[src/rtl/rhvp_pkg.sv]
// shared types and constants for the rpc header varint parser
package rhvp_pkg;

  localparam logic [6:0] VarintData   = 7'h7f;
  localparam int unsigned VarintMore  = 7;
  localparam logic [7:0] NoExtraReset = 8'hfe;
  localparam logic [6:0] ShiftStep    = 7'd7;
  localparam logic [4:0] ByteCountMax = 5'd31;

  localparam int unsigned CfgAddrW = 3;
  localparam int unsigned CfgDataW = 32;
  localparam logic [0:0] RegNoExtraService = 1'b0;

  typedef enum logic [2:0] {
    PH_IDLE,
    PH_METHOD,
    PH_REQLO,
    PH_REQHI,
    PH_EXTRA,
    PH_PAYLD
  } phase_e;

  typedef struct packed {
    logic        status;
    logic [7:0]  service;
    logic [31:0] method;
    logic [15:0] request_id;
    logic        extra_present;
    logic [63:0] extra_value;
    logic [31:0] payload_length;
    logic [4:0]  header_length;
    logic [32:0] total_length;
  } result_t;

endpackage

[src/rtl/rhvp_apb_regs.sv]
// apb configuration register holding the no-extra service code
module rhvp_apb_regs import rhvp_pkg::*; (
  input  logic                clk_i,
  input  logic                rst_ni,
  input  logic                psel,
  input  logic                penable,
  input  logic                pwrite,
  input  logic [CfgAddrW-1:0] paddr,
  input  logic [CfgDataW-1:0] pwdata,
  output logic [CfgDataW-1:0] prdata,
  output logic                pready,
  output logic [7:0]          no_extra_service_o
);

  logic [7:0] no_extra_q;
  logic [7:0] no_extra_d;
  logic       sel_reg;

  assign sel_reg = (paddr[CfgAddrW-1:2] == RegNoExtraService);

  always_comb begin
    no_extra_d = no_extra_q;
    if (psel && penable && pwrite && sel_reg) begin
      no_extra_d = pwdata[7:0];
    end
  end

  always_ff @(posedge clk_i or negedge rst_ni) begin
    if (!rst_ni) begin
      no_extra_q <= NoExtraReset;
    end else begin
      no_extra_q <= no_extra_d;
    end
  end

  assign prdata             = sel_reg ? {{(CfgDataW-8){1'b0}}, no_extra_q} : '0;
  assign pready             = 1'b1;
  assign no_extra_service_o = no_extra_q;

endmodule

[src/rtl/rhvp_core.sv]
// header parse state and per-byte field accumulation
module rhvp_core import rhvp_pkg::*; (
  input  logic       clk_i,
  input  logic       rst_ni,
  input  logic       step_i,
  input  logic [7:0] data_byte_i,
  input  logic       first_byte_i,
  input  logic       last_byte_i,
  input  logic [7:0] no_extra_service_i,
  output logic       res_valid_o,
  output result_t    res_o
);

  phase_e      phase_q, phase_d;
  logic [7:0]  service_q, service_d;
  logic [31:0] method_q, method_d;
  logic [15:0] request_q, request_d;
  logic [63:0] extra_q, extra_d;
  logic [31:0] payload_q, payload_d;
  logic [6:0]  shift_q, shift_d;
  logic [4:0]  count_q, count_d;

  logic        more;
  logic [63:0] grp_shifted;
  logic        fits32;
  logic        fits64;
  logic [6:0]  shift_inc;
  logic        emit_ok;
  logic        emit_trunc;
  logic        has_extra;

  assign more        = data_byte_i[VarintMore];
  assign grp_shifted = {57'd0, data_byte_i[6:0] & VarintData} << shift_q[5:0];
  assign fits64      = !shift_q[6];
  assign fits32      = (shift_q[6:5] == 2'b00);
  assign shift_inc   = fits64 ? (shift_q + ShiftStep) : shift_q;
  assign has_extra   = (service_q != no_extra_service_i);

  always_comb begin
    phase_d    = phase_q;
    service_d  = service_q;
    method_d   = method_q;
    request_d  = request_q;
    extra_d    = extra_q;
    payload_d  = payload_q;
    shift_d    = shift_q;
    count_d    = count_q;
    emit_ok    = 1'b0;
    emit_trunc = 1'b0;
    if (step_i) begin
      if (first_byte_i) begin
        service_d  = data_byte_i;
        method_d   = '0;
        request_d  = '0;
        extra_d    = '0;
        payload_d  = '0;
        shift_d    = '0;
        count_d    = 5'd1;
        phase_d    = last_byte_i ? PH_IDLE : PH_METHOD;
        emit_trunc = last_byte_i;
      end else if (phase_q != PH_IDLE) begin
        if (count_q != ByteCountMax) begin
          count_d = count_q + 5'd1;
        end
        unique case (phase_q)
          PH_METHOD: begin
            if (fits32) begin
              method_d = method_q | grp_shifted[31:0];
            end
            shift_d = shift_inc;
            if (!more) begin
              phase_d = PH_REQLO;
              shift_d = '0;
            end
          end
          PH_REQLO: begin
            request_d = {8'd0, data_byte_i};
            phase_d   = PH_REQHI;
          end
          PH_REQHI: begin
            request_d = {data_byte_i, request_q[7:0]};
            shift_d   = '0;
            phase_d   = has_extra ? PH_EXTRA : PH_PAYLD;
          end
          PH_EXTRA: begin
            if (fits64) begin
              extra_d = extra_q | grp_shifted;
            end
            shift_d = shift_inc;
            if (!more) begin
              phase_d = PH_PAYLD;
              shift_d = '0;
            end
          end
          PH_PAYLD: begin
            if (fits32) begin
              payload_d = payload_q | grp_shifted[31:0];
            end
            shift_d = shift_inc;
            if (!more) begin
              emit_ok = 1'b1;
              phase_d = PH_IDLE;
            end
          end
          default: begin
            phase_d = PH_IDLE;
          end
        endcase
        if (!emit_ok && last_byte_i) begin
          emit_trunc = 1'b1;
          phase_d    = PH_IDLE;
        end
      end
    end
  end

  always_ff @(posedge clk_i or negedge rst_ni) begin
    if (!rst_ni) begin
      phase_q   <= PH_IDLE;
      service_q <= '0;
      method_q  <= '0;
      request_q <= '0;
      extra_q   <= '0;
      payload_q <= '0;
      shift_q   <= '0;
      count_q   <= '0;
    end else begin
      phase_q   <= phase_d;
      service_q <= service_d;
      method_q  <= method_d;
      request_q <= request_d;
      extra_q   <= extra_d;
      payload_q <= payload_d;
      shift_q   <= shift_d;
      count_q   <= count_d;
    end
  end

  always_comb begin
    res_o = '0;
    if (emit_trunc) begin
      res_o.status = 1'b1;
    end else begin
      res_o.service        = service_q;
      res_o.method         = method_q;
      res_o.request_id     = request_q;
      res_o.extra_present  = has_extra;
      res_o.extra_value    = has_extra ? extra_q : '0;
      res_o.payload_length = payload_d;
      res_o.header_length  = count_d;
      res_o.total_length   = {1'b0, payload_d} + {28'd0, count_d};
    end
  end

  assign res_valid_o = emit_ok || emit_trunc;

endmodule

[src/rtl/rpc_header_varint_parser.sv]
// rpc header varint parser top level: input register, parse stage, result register
//
//   channel | handshake                | payload
//   --------+--------------------------+-----------------------------------------
//   in      | in_valid_i / in_ready_o  | data_byte_i, first_byte_i, last_byte_i
//   out     | out_valid_o / out_ready_i| status_o .. total_length_o
//   cfg     | apb psel/penable/pready  | no_extra_service at byte address 0
//
// one byte per cycle while the result register is not stalled; the result of a byte, if any,
// is formed from the input register and captured in the result register as the byte leaves it
// the parse state feeds back on itself once per cycle, which sets the rate
// reset returns the parser to idle and the service code register to 0xfe
// a stalled result holds the parse stage; the input register then fills and
// in_ready_o falls
module rpc_header_varint_parser import rhvp_pkg::*; (
  input  logic                clk_i,
  input  logic                rst_ni,
  input  logic                in_valid_i,
  output logic                in_ready_o,
  input  logic [7:0]          data_byte_i,
  input  logic                first_byte_i,
  input  logic                last_byte_i,
  output logic                out_valid_o,
  input  logic                out_ready_i,
  output logic                status_o,
  output logic [7:0]          service_o,
  output logic [31:0]         method_o,
  output logic [15:0]         request_id_o,
  output logic                extra_present_o,
  output logic [63:0]         extra_value_o,
  output logic [31:0]         payload_length_o,
  output logic [4:0]          header_length_o,
  output logic [32:0]         total_length_o,
  input  logic                psel,
  input  logic                penable,
  input  logic                pwrite,
  input  logic [CfgAddrW-1:0] paddr,
  input  logic [CfgDataW-1:0] pwdata,
  output logic [CfgDataW-1:0] prdata,
  output logic                pready
);

  logic       item_valid_q, item_valid_d;
  logic [7:0] item_byte_q;
  logic       item_first_q;
  logic       item_last_q;
  logic       out_valid_q, out_valid_d;
  result_t    out_q;
  logic       advance;
  logic       step;
  logic       res_valid;
  result_t    res;
  logic [7:0] no_extra_service;

  rhvp_apb_regs u_regs (
    .clk_i              (clk_i),
    .rst_ni             (rst_ni),
    .psel               (psel),
    .penable            (penable),
    .pwrite             (pwrite),
    .paddr              (paddr),
    .pwdata             (pwdata),
    .prdata             (prdata),
    .pready             (pready),
    .no_extra_service_o (no_extra_service)
  );

  assign advance    = !out_valid_q || out_ready_i;
  assign step       = item_valid_q && advance;
  assign in_ready_o = !item_valid_q || advance;

  rhvp_core u_core (
    .clk_i              (clk_i),
    .rst_ni             (rst_ni),
    .step_i             (step),
    .data_byte_i        (item_byte_q),
    .first_byte_i       (item_first_q),
    .last_byte_i        (item_last_q),
    .no_extra_service_i (no_extra_service),
    .res_valid_o        (res_valid),
    .res_o              (res)
  );

  always_comb begin
    item_valid_d = item_valid_q;
    if (in_ready_o) begin
      item_valid_d = in_valid_i;
    end
    out_valid_d = out_valid_q;
    if (advance) begin
      out_valid_d = step && res_valid;
    end
  end

  always_ff @(posedge clk_i or negedge rst_ni) begin
    if (!rst_ni) begin
      item_valid_q <= 1'b0;
      out_valid_q  <= 1'b0;
    end else begin
      item_valid_q <= item_valid_d;
      out_valid_q  <= out_valid_d;
    end
  end

  always_ff @(posedge clk_i) begin
    if (in_valid_i && in_ready_o) begin
      item_byte_q  <= data_byte_i;
      item_first_q <= first_byte_i;
      item_last_q  <= last_byte_i;
    end
    if (step && res_valid) begin
      out_q <= res;
    end
  end

  assign out_valid_o      = out_valid_q;
  assign status_o         = out_q.status;
  assign service_o        = out_q.service;
  assign method_o         = out_q.method;
  assign request_id_o     = out_q.request_id;
  assign extra_present_o  = out_q.extra_present;
  assign extra_value_o    = out_q.extra_value;
  assign payload_length_o = out_q.payload_length;
  assign header_length_o  = out_q.header_length;
  assign total_length_o   = out_q.total_length;

endmodule

[config.mk]
export PLATFORM = sky130hd
export DESIGN_NAME = rpc_header_varint_parser
export DESIGN_NICKNAME = d
export VERILOG_FILES = /design/src/rtl/rhvp_pkg.sv /design/src/rtl/rhvp_apb_regs.sv /design/src/rtl/rhvp_core.sv /design/src/rtl/rpc_header_varint_parser.sv
export SDC_FILE = /design/constraint.sdc
export NUM_CORES = 1
export LEC_CHECK = 0
export BUFFER_PORTS_ARGS = -buffer_cell sky130_fd_sc_hd__buf_2
export CORE_AREA = 2 2 155 195
export CTS_BUF_LIST = sky130_fd_sc_hd__clkbuf_16
export CTS_CLUSTER_SIZE = 25
export DETAILED_ROUTE_END_ITERATION = 10
export DIE_AREA = 0 0 157 197
export GPL_TIMING_DRIVEN = 0
export PLACE_DENSITY = 0.79
export SYNTH_ARGS = -nofsm -noshare
export SYNTH_HDL_FRONTEND = slang
export SYNTH_SLANG_ARGS = --single-unit
[constraint.sdc]
create_clock -name clk_i -period 18.1 [get_ports clk_i]
set_input_delay 0.905 -clock clk_i [delete_from_list [all_inputs] [get_ports clk_i]]
set_output_delay 0.905 -clock clk_i [all_outputs]
set_load 0.01 [all_outputs]
After elaboration in Yosys (flattened, before gate mapping) --
Cells that the tools add are included. Widths: inputs -> output; s select.
Word-level totals: register bits 379, output and inout bits 227, word-level logic and storage cells 124
Operators by class: add/subtract/negate cells 3, equality and inequality tests 12, shift operators 1, multiplexer cells 48, bitwise logic cells 5, reductions and logical operators 31
Operator list (count):
- $mux 32 | 9
- $mux 64 | 4
- $or 32x32->32 | 2
- $or 64x64->64 | 1
- $shl 7x6->64 | 1
- $add 32x5->33 | 1
- $mux 16 | 2
- $pmux 16 s2 | 1
- $mux 7 | 4
- $pmux 7 s3 | 1
- $mux 5 | 4
- $mux 3 | 6
- $mux 1 | 15
- $pmux 3 s5 | 1
- $ne 4x3->1 const B | 3
- $reduce_and 4->1 | 3
- $reduce_bool 2->1 | 5
- $mux 8 | 1
- $ne 8x8->1 | 1
- $add 7x3->7 const B | 1
- $logic_and 1x1->1 | 7
- $eq 3x2->1 const B | 2
- $eq 3x3->1 const B | 2
- $reduce_and 3->1 | 2
- 13 further kinds | 21

Depth between registers and ports, before layout --
Gate-level depths: netlist of run 1.
word-level depth 13, gate-level depth with buffers 17, depth with buffers taken out 16

By module --
From an unflattened synthesis of run 1, not the netlist that was laid out.
Second synthesis, totals: cells, all modules 1433, area total of the unflattened synthesis 16726.0 um^2
By module, submodules not included:
- rhvp_core | instances 1, cells each 1169, area each 9960.8 um^2
- rpc_header_varint_parser | instances 1, cells each 212, area each 6177.2 um^2
- rhvp_apb_regs | instances 1, cells each 52, area each 588.1 um^2

Worst setup path after synthesis of run 1 --
No wires, ideal clock.
path type input-to-reg, from input out_ready_i, to register out_q (netlist bit extra_present_o), enable pin, data arrival time 15.325 ns, slack 1.748 ns, stages 4, cell sequence nand2b_1 -> nand2_1 -> clkbuf_1 -> o31ai_1
Between the ends: longest elaborated chain between the ends 5, elaborated cells on any way between the ends 6, classes of those cells mux (2); reduce/logical (4)
RTL lines:
- start: declaration | RTL line rpc_header_varint_parser.sv:24 | input logic out_ready_i,
- $logic_or 1x1->1 * | RTL line rpc_header_varint_parser.sv:68 | assign advance = !out_valid_q || out_ready_i;
- $logic_and 1x1->1 * | RTL line rpc_header_varint_parser.sv:69 | assign step = item_valid_q && advance;
- $mux 1 | RTL line rhvp_core.sv:50 | if (step_i) begin
- $logic_or 1x1->1 | RTL line rhvp_core.sv:155 | assign res_valid_o = emit_ok || emit_trunc;
- $logic_and 1x1->1 * | RTL line rpc_header_varint_parser.sv:111 | if (step && res_valid) begin
- end signal: assignment | RTL line rpc_header_varint_parser.sv:112 | out_q <= res;
- end: declaration | RTL line rpc_header_varint_parser.sv:48 | result_t out_q;
Every way passes the cells marked *; elsewhere a longest branch is shown, timed or not. A chain may end at the register's enable or synchronous reset.

Final worst setup path of run 1 --
from register out_valid_q, in the netlist out_valid_o, to register out_q (netlist bit total_length_o[26]) (data pin)
Between the ends: longest elaborated chain between the ends 5, elaborated cells on any way between the ends 7, classes of those cells add/sub (1); mux (3); reduce/logical (3)
RTL lines:
- start: declaration | RTL line rpc_header_varint_parser.sv:47 | logic out_valid_q, out_valid_d;
- start signal: assignment | RTL line rpc_header_varint_parser.sv:101 | out_valid_q <= out_valid_d;
- $logic_not 1->1 | RTL line rpc_header_varint_parser.sv:68
- $logic_or 1x1->1 | RTL line rpc_header_varint_parser.sv:68
- $logic_and 1x1->1 | RTL line rpc_header_varint_parser.sv:69
- $mux 5 | RTL line rhvp_core.sv:50
- named net u_core.count_d[2] | RTL line rhvp_core.sv:21 | logic [4:0] count_q, count_d;
- $add 32x5->33 | RTL line rhvp_core.sv:151 | res_o.total_length = {1'b0, payload_d} + {28'd0, count_d};
The timed path passes the listed nets, and every way through them passes these cells.

==> reports/summary.md, run 1 <==
### Status
- **result of the run** finished, final reports clean

### Final layout
- **non-filler instance count after layout** 2094
- **final core area utilization** 0.6648
- **finished layout cell area** 19270 um2
- **commonest cells after routing, fill and taps aside** sky130_fd_sc_hd__buf_2, sky130_fd_sc_hd__edfxtp_1, sky130_fd_sc_hd__nor2_1, sky130_fd_sc_hd__dfrtp_1, sky130_fd_sc_hd__and2_1
- **area used by multi-input combinational logic** 5101 um2
- **ant diodes** 0
- **Synth-to-Final Area Change** 19.62%
- **sequential cell area** 10500 um2
- **layout net count** 1730
- **proportion of layout cells with a drive suffix above 1** 0.2185
- **commonest non-fill, non-tap cell in the layout** sky130_fd_sc_hd__buf_2
- **fill count** 2153

### Logic synthesis
- **number of warnings reported in the yosys synthesis log** 0
- **flip-flop and latch count after synthesis** 379
- **leading register cell type out of synthesis** sky130_fd_sc_hd__edfxtp_1
- **portion of the post-synthesis area used by sequential elements** 0.6519
- **number of enable flip-flop cells after synthesis** 202
- **post-synthesis instance area** 16110 um2
- **count of different cell masters after synthesis** 80
- **gate count of the mapped netlist** 1368
- **Mean Syn Cell Area** 11.78 um2
- **share of synthesized flip-flops with an asynchronous set or reset** 0.4670

### Worst setup path
- **startpoint-to-endpoint class of the critical path** reg2reg
- **type of destination of the critical path** flip-flop
- **Reg-to-Reg End** total_length_o[26]$_SDFFCE_PP0P_
- **Worst R2R Setup Slack** 11.64 ns
- **Data arrival, critical path** 6.74 ns
- **Largest stage delay, worst path** 1.02 ns
- **worst-path cell chain** nor2b_1 > clkbuf_1 > nor3_1 > clkbuf_1 > buf_1 > clkbuf_1 > nor3_1 > ha_1 > a21o_1 > a21oi_1 > nor2b_1 > o221ai_1 > nor2_1 > nand4_1 > nor4_1 > mux2_2
- **logic depth of the worst path, buffers included** 16
- **startpoint types** flip-flop
- **CP Capture Point** total_length_o[26]$_SDFFCE_PP0P_
- **data required time of the critical path** 18.38 ns
- **crit path from** out_valid_o$_DFFE_PN0P_
- **most used cell along the critical path** sky130_fd_sc_hd__clkbuf_1
- **maximum fanout count along the critical path** 10
- **Critical path buffers and inverters** 4
- **Crit-path slowest cell** sky130_fd_sc_hd__nor3_1
- **crit-path leading delay family** simple AND/OR/NAND/NOR gates
- **origin of the critical flop-to-flop path** out_valid_o$_DFFE_PN0P_
- **logic depth of the worst register-to-register path** 16

### Placement
- **Detail Placement HPWL** 30440 um
- **Inst Count DP** 2027
- **port bufs** 227
- **GPL Wtd Cong** 0.9219
- **placement-stage cell area** 18090 um2
- **worst slack, placed** 11.34 ns

### STA
- **setup skew after layout** 0.01789 ns
- **Achievable Freq** 0.1548 GHz
- **unrepaired setup endpoints after global routing** false
- **count of final hold-check violations** 0
- **max-slew violation total from the final report** 0
- **fraction of the cycle the final worst path needs** 0.3568
- **Period minus WS final** 6.459 ns
- **setup TNS** 0 ns
- **Slew Limit Headroom** 0.1065
- **Final Setup Violations** 0
- **setup slack of the critical path after layout** 11.64 ns
- **Worst Tran Pin Value** 1.336 ns
- **worst hold margin** 0.3901 ns

### Clocking
- **hold bufs inserted after CTS** 0
- **CTS tree** done
- **clock buffer depth** 3
- **CTS Buf Count** 36
- **clock insertion delay at the later pin of the skew report** 0.54 ns
- **number of clock sinks seen by CTS** 379
- **clock input transition at the sequential cells of the worst setup and hold paths** 0.07 ns
- **Setup Fix Bufs, Post-CTS** 0
- **cell at the root of the clock tree** sky130_fd_sc_hd__clkbuf_16
- **H-tree level count** 2
- **post-cts sizing count** 0

### Power
- **P_leak** 8.356 nW
- **overall power of the completed layout** 2.334 mW
- **power density over the cells** 121.1 nW/um2
- **IR drop worst, VDD** 0.07015 mV

### Floorplan
- **die footprint** 30930 um2
- **width of the die** 157 um
- **CORE AREA** 28990 um2
- **Starting Density** 0.5558
- **height of the die** 197 um
- **count of boundary I/O pins** 279
- **standard-cell row count** 70

### Global route
- **wire length of the first global-routing pass** 65140 um
- **initial antenna violation count** 0
- **GRT overflow** 0
- **number of global-route vias before repair** 11.82k
- **largest net degree at the start of global routing** 90
- **total global-route track usage** 0.2763

### Route
- **vias after detailed routing** 11.90k
- **drt first-iter violations** 1077
- **Routed WL** 42440 um
- **Detail Route Antenna Nets** 0
- **ratio of routed vias to standard cells** 5.684
- **first-pass iteration count of the detailed router** 6
- **number of design rule violations left after detail routing** 0
- **routed length per instance** 20.27 um

### Min path
- **Min-Delay Path Class** in2async

### Flow run
- **number of violations of the max-capacitance limit** 0

-- logic make-up after synthesis --
family                     after synthesis  synth area share
AOI/OAI and AO/OA                      256           0.09925
xor gates and xnor gates                28           0.01522
adders and majority gates                8          0.006678
buffers and inverters                  128           0.03774
DFF                                    379            0.6519
muxes                                   26           0.01988
other                                    2         0.0004661
and+or+nand+nor                        541            0.1688
-- cell type report --
type                            count  share of cell area
Inverter                           28            0.005454
Tap cell                          396             0.02571
Buffer                            100             0.02610
Multi-Input combinational cell    884              0.2647
Sequential cell                   379              0.5450
Clock buffer                       37             0.04804
Clock inverter                     29             0.01298
Timing Repair Buffer              241             0.07200
-- sequential cells by signal, summed over array words and instances, names as in the netlist, 16 cells and up --
signal,flops
u_core.payload_q,32
u_core.request_q,16
payload_length_o,32
total_length_o,33
extra_value_o,64
u_core.extra_q,64
method_o,32
request_id_o,16
u_core.method_q,32
-- metal layers --
metal | up-vias | wire [um] | global-route usage
li1 | 5431 | - | -
met3 | 116 | 3256 | 0.05343
met4 | 0 | 1703 | 0.1179
met1 | 5759 | 16280 | 0.3464
met5 | - | 0 | 0
met2 | 596 | 21200 | 0.4690
-- synthesized netlist by cell type (all sizes together), types with 8 or more instances --
cell / instances / area, um2
edfxtp: 202 / 6066
nor2: 189 / 709.4
dfrtp: 170 / 4254
and2: 134 / 840.8
a21oi: 116 / 580.6
nand2: 72 / 270.3
clkbuf: 59 / 221.5
nor3: 48 / 240.2
buf: 41 / 281.5
o21ai: 33 / 165.2
a31oi: 29 / 181.4
inv: 26 / 97.59
mux2: 18 / 202.7
nor4: 18 / 118.9
nor2b: 17 / 106.4
xnor2: 14 / 122.6
xor2: 14 / 122.6
nand3: 11 / 55.05
a22o: 10 / 87.58
nand2b: 10 / 62.56
or3: 8 / 55.05
-- how the worst min path moves through the flow --
| stage | end | depth (start not counted) | from |
|---|---|---|---|
| 6_report | u_core.request_q[6]$_DFFE_PN0P_ | 1 | rst_ni |
| 5_1_grt | u_core.request_q[6]$_DFFE_PN0P_ | 1 | rst_ni |
| 3_3_place_gp | u_core.request_q[5]$_DFFE_PN0P_ | 2 | u_core.request_q[5]$_DFFE_PN0P_ |
| 4_1_cts | u_core.method_q[8]$_DFFE_PN0P_ | 1 | rst_ni |
| 2_1_floorplan | u_core.request_q[0]$_DFFE_PN0P_ | 2 | u_core.request_q[0]$_DFFE_PN0P_ |
| 3_5_place_dp | u_core.request_q[5]$_DFFE_PN0P_ | 2 | u_core.request_q[5]$_DFFE_PN0P_ |
-- report_power, final --
part           internal [mW]  total (mW)  switching (mW)
logic                  0.161       0.537           0.376
registers               1.00        1.04          0.0421
clock network          0.432       0.754           0.322
Note: power is estimated with default switching activity, not from simulation.
==> inputs of run 2 (changes only) <==
- clock period: 18.1 -> 6.17 ns (I/O delays scaled with it)
==> run 2 against run 1 <==
Against the previous run:
- critical path depth stayed put
- worst hold slack worse by 0.37 ns
- core utilization increased by 0.57 points
- register-to-register slack lost 11 ns
- largest cell class unchanged
- non-clock buffer count grew 11
- design area up 0.86%
- fmax up 15%
- first-iteration DRC count down 6.4%
- global-route usage up 0.18 points
- die area unchanged
==> reports/summary.md, run 2 (synthesized netlist as in run 1, its figures left out) <==
### Global route
- **met2 track demand over resource** 0.4810
- **largest net degree at the start of global routing** 118
- **initial antenna violation count** 0
- **met1 routing resource usage after global routing** 0.3575
- **wire length of the first global-routing pass** 65580 um
- **global route hottest layer** met2
- **number of global-route vias before repair** 11.80k
- **met3 GRT Util** 0.04090
- **total global-route track usage** 0.2781
- **GRT overflow** 0

### Clocking
- **number of clock sinks seen by CTS** 379
- **clock buffer depth** 3
- **H-tree level count** 2
- **clock insertion delay at the later pin of the skew report** 0.54 ns
- **CTS Buf Count** 37
- **Setup Fix Bufs, Post-CTS** 0
- **cell at the root of the clock tree** sky130_fd_sc_hd__clkbuf_16
- **clock input transition at the sequential cells of the worst setup and hold paths** 0.07 ns
- **CTS tree** done

### Route
- **ratio of routed vias to standard cells** 5.700
- **first-pass iteration count of the detailed router** 5
- **vias after detailed routing** 12.00k
- **number of design rule violations left after detail routing** 0
- **Routed WL** 42890 um
- **drt first-iter violations** 1008
- **routed length per instance** 20.37 um
- **Detail Route Antenna Nets** 0

### Final layout
- **final core area utilization** 0.6705
- **finished layout cell area** 19440 um2
- **proportion of layout cells with a drive suffix above 1** 0.2216
- **non-filler instance count after layout** 2106
- **commonest non-fill, non-tap cell in the layout** sky130_fd_sc_hd__buf_2
- **fill count** 2100
- **commonest cells after routing, fill and taps aside** sky130_fd_sc_hd__buf_2, sky130_fd_sc_hd__edfxtp_1, sky130_fd_sc_hd__nor2_1, sky130_fd_sc_hd__dfrtp_1, sky130_fd_sc_hd__and2_1
- **Synth-to-Final Area Change** 20.64%
- **sequential cell area** 10500 um2
- **area used by multi-input combinational logic** 5119 um2
- **ant diodes** 0
- **layout net count** 1742

### STA
- **count of final hold-check violations** 0
- **max-slew violation total from the final report** 0
- **worst hold margin** 0.02244 ns
- **Final Setup Violations** 0
- **fraction of the cycle the final worst path needs** 0.9085
- **setup slack of the critical path after layout** 0.5646 ns
- **Period minus WS final** 5.605 ns
- **Achievable Freq** 0.1784 GHz
- **Slew Limit Headroom** 0.09547
- **unrepaired setup endpoints after global routing** false
- **Worst Tran Pin Value** 1.357 ns
- **setup skew after layout** 0.02375 ns
- **setup TNS** 0 ns

### Placement
- **GPL Wtd Cong** 0.9308
- **port bufs** 227
- **Detail Placement HPWL** 30640 um
- **Inst Count DP** 2027
- **placement-stage cell area** 18080 um2
- **worst slack, placed** -0.07851 ns

### Power
- **overall power of the completed layout** 6.944 mW
- **IR drop worst, VDD** 0.1694 mV
- **power density over the cells** 357.2 nW/um2
- **P_leak** 8.439 nW

### Worst setup path
- **data required time of the critical path** 6.53 ns
- **startpoint types** flip-flop
- **startpoint-to-endpoint class of the critical path** reg2reg
- **Largest stage delay, worst path** 0.54 ns
- **Critical path buffers and inverters** 5
- **maximum fanout count along the critical path** 10
- **Crit-path slowest cell** sky130_fd_sc_hd__or4_4
- **type of destination of the critical path** flip-flop
- **crit-path leading delay family** simple AND/OR/NAND/NOR gates
- **worst-path cell chain** nor2b_1 > clkbuf_1 > nor3_4 > clkbuf_1 > buf_1 > clkbuf_2 > nor3_1 > ha_1 > a21oi_1 > o21ai_0 > nand2b_1 > or4_4 > buf_6 > or3_4 > or3_1 > a21oi_1
- **Data arrival, critical path** 5.96 ns

### Status
- **result of the run** finished, final reports clean

### Floorplan
- **height of the die** 197 um
- **CORE AREA** 28990 um2
- **Starting Density** 0.5558
- **standard-cell row count** 70
- **die footprint** 30930 um2
- **count of boundary I/O pins** 279
- **width of the die** 157 um

### Min path
- **Min-Delay Path Class** in2reg

### Flow run
- **number of violations of the max-capacitance limit** 0

-- run 2: cell count changes in the layout (fill, tap and decap cells not counted), sizes merged --
cell         previous run  this run
bufinv                  4         6
buf                   280       279
inv                    37        35
dlygate4sd3             0        12
clkinv                 15        16
-- run 2: layer usage --
layer,share of wire,vias up
li1,-,5444
met1,0.39,5893
met2,0.51,562
met3,0.068,105
met4,0.034,0
met5,0,-
-- run 2: power by group --
group	switching, mW	total, mW	leakage, nW	internal, mW
Clock	0.945	2.29	0.629	1.35
Combinational	1.11	1.59	3.48	0.480
Sequential	0.124	3.06	4.33	2.94
Total	2.18	6.94	8.44	4.77
-- run 2: what timing repair did --
action,4_1_cts,5_1_grt
setup endpoints to repair,5,7
resized for setup,1,4
hold endpoints to repair,64,0
hold buffers,12,0
-- run 2: layout make-up --
class	instances	area share
Buffer	100	0.02684
Clock buffer	37	0.04763
Clock inverter	30	0.01519
Inverter	28	0.005407
Multi-Input combinational cell	884	0.2633
Sequential cell	379	0.5404
Tap cell	396	0.02549
Timing Repair Buffer	252	0.07570
-- run 2: path summary, 6_finish.rpt --
check	start	end	slack (ns)	depth (start not counted)
setup / recovery	out_valid_o$_DFFE_PN0P_	total_length_o[31]$_SDFFCE_PP0P_	0.56	16
hold / removal	pwdata[0]	u_regs.no_extra_service_o[0]$_DFFE_PN0P_	0.02	2
setup reg to reg	out_valid_o$_DFFE_PN0P_	total_length_o[31]$_SDFFCE_PP0P_	0.56	16
hold reg to reg	u_core.request_q[6]$_DFFE_PN0P_	u_core.request_q[6]$_DFFE_PN0P_	0.48	2
max in group asynchronous	rst_ni	u_core.extra_q[56]$_DFFE_PN0P_	4.89	3
min in group asynchronous	rst_ni	u_core.request_q[13]$_DFFE_PN0P_	0.31	2
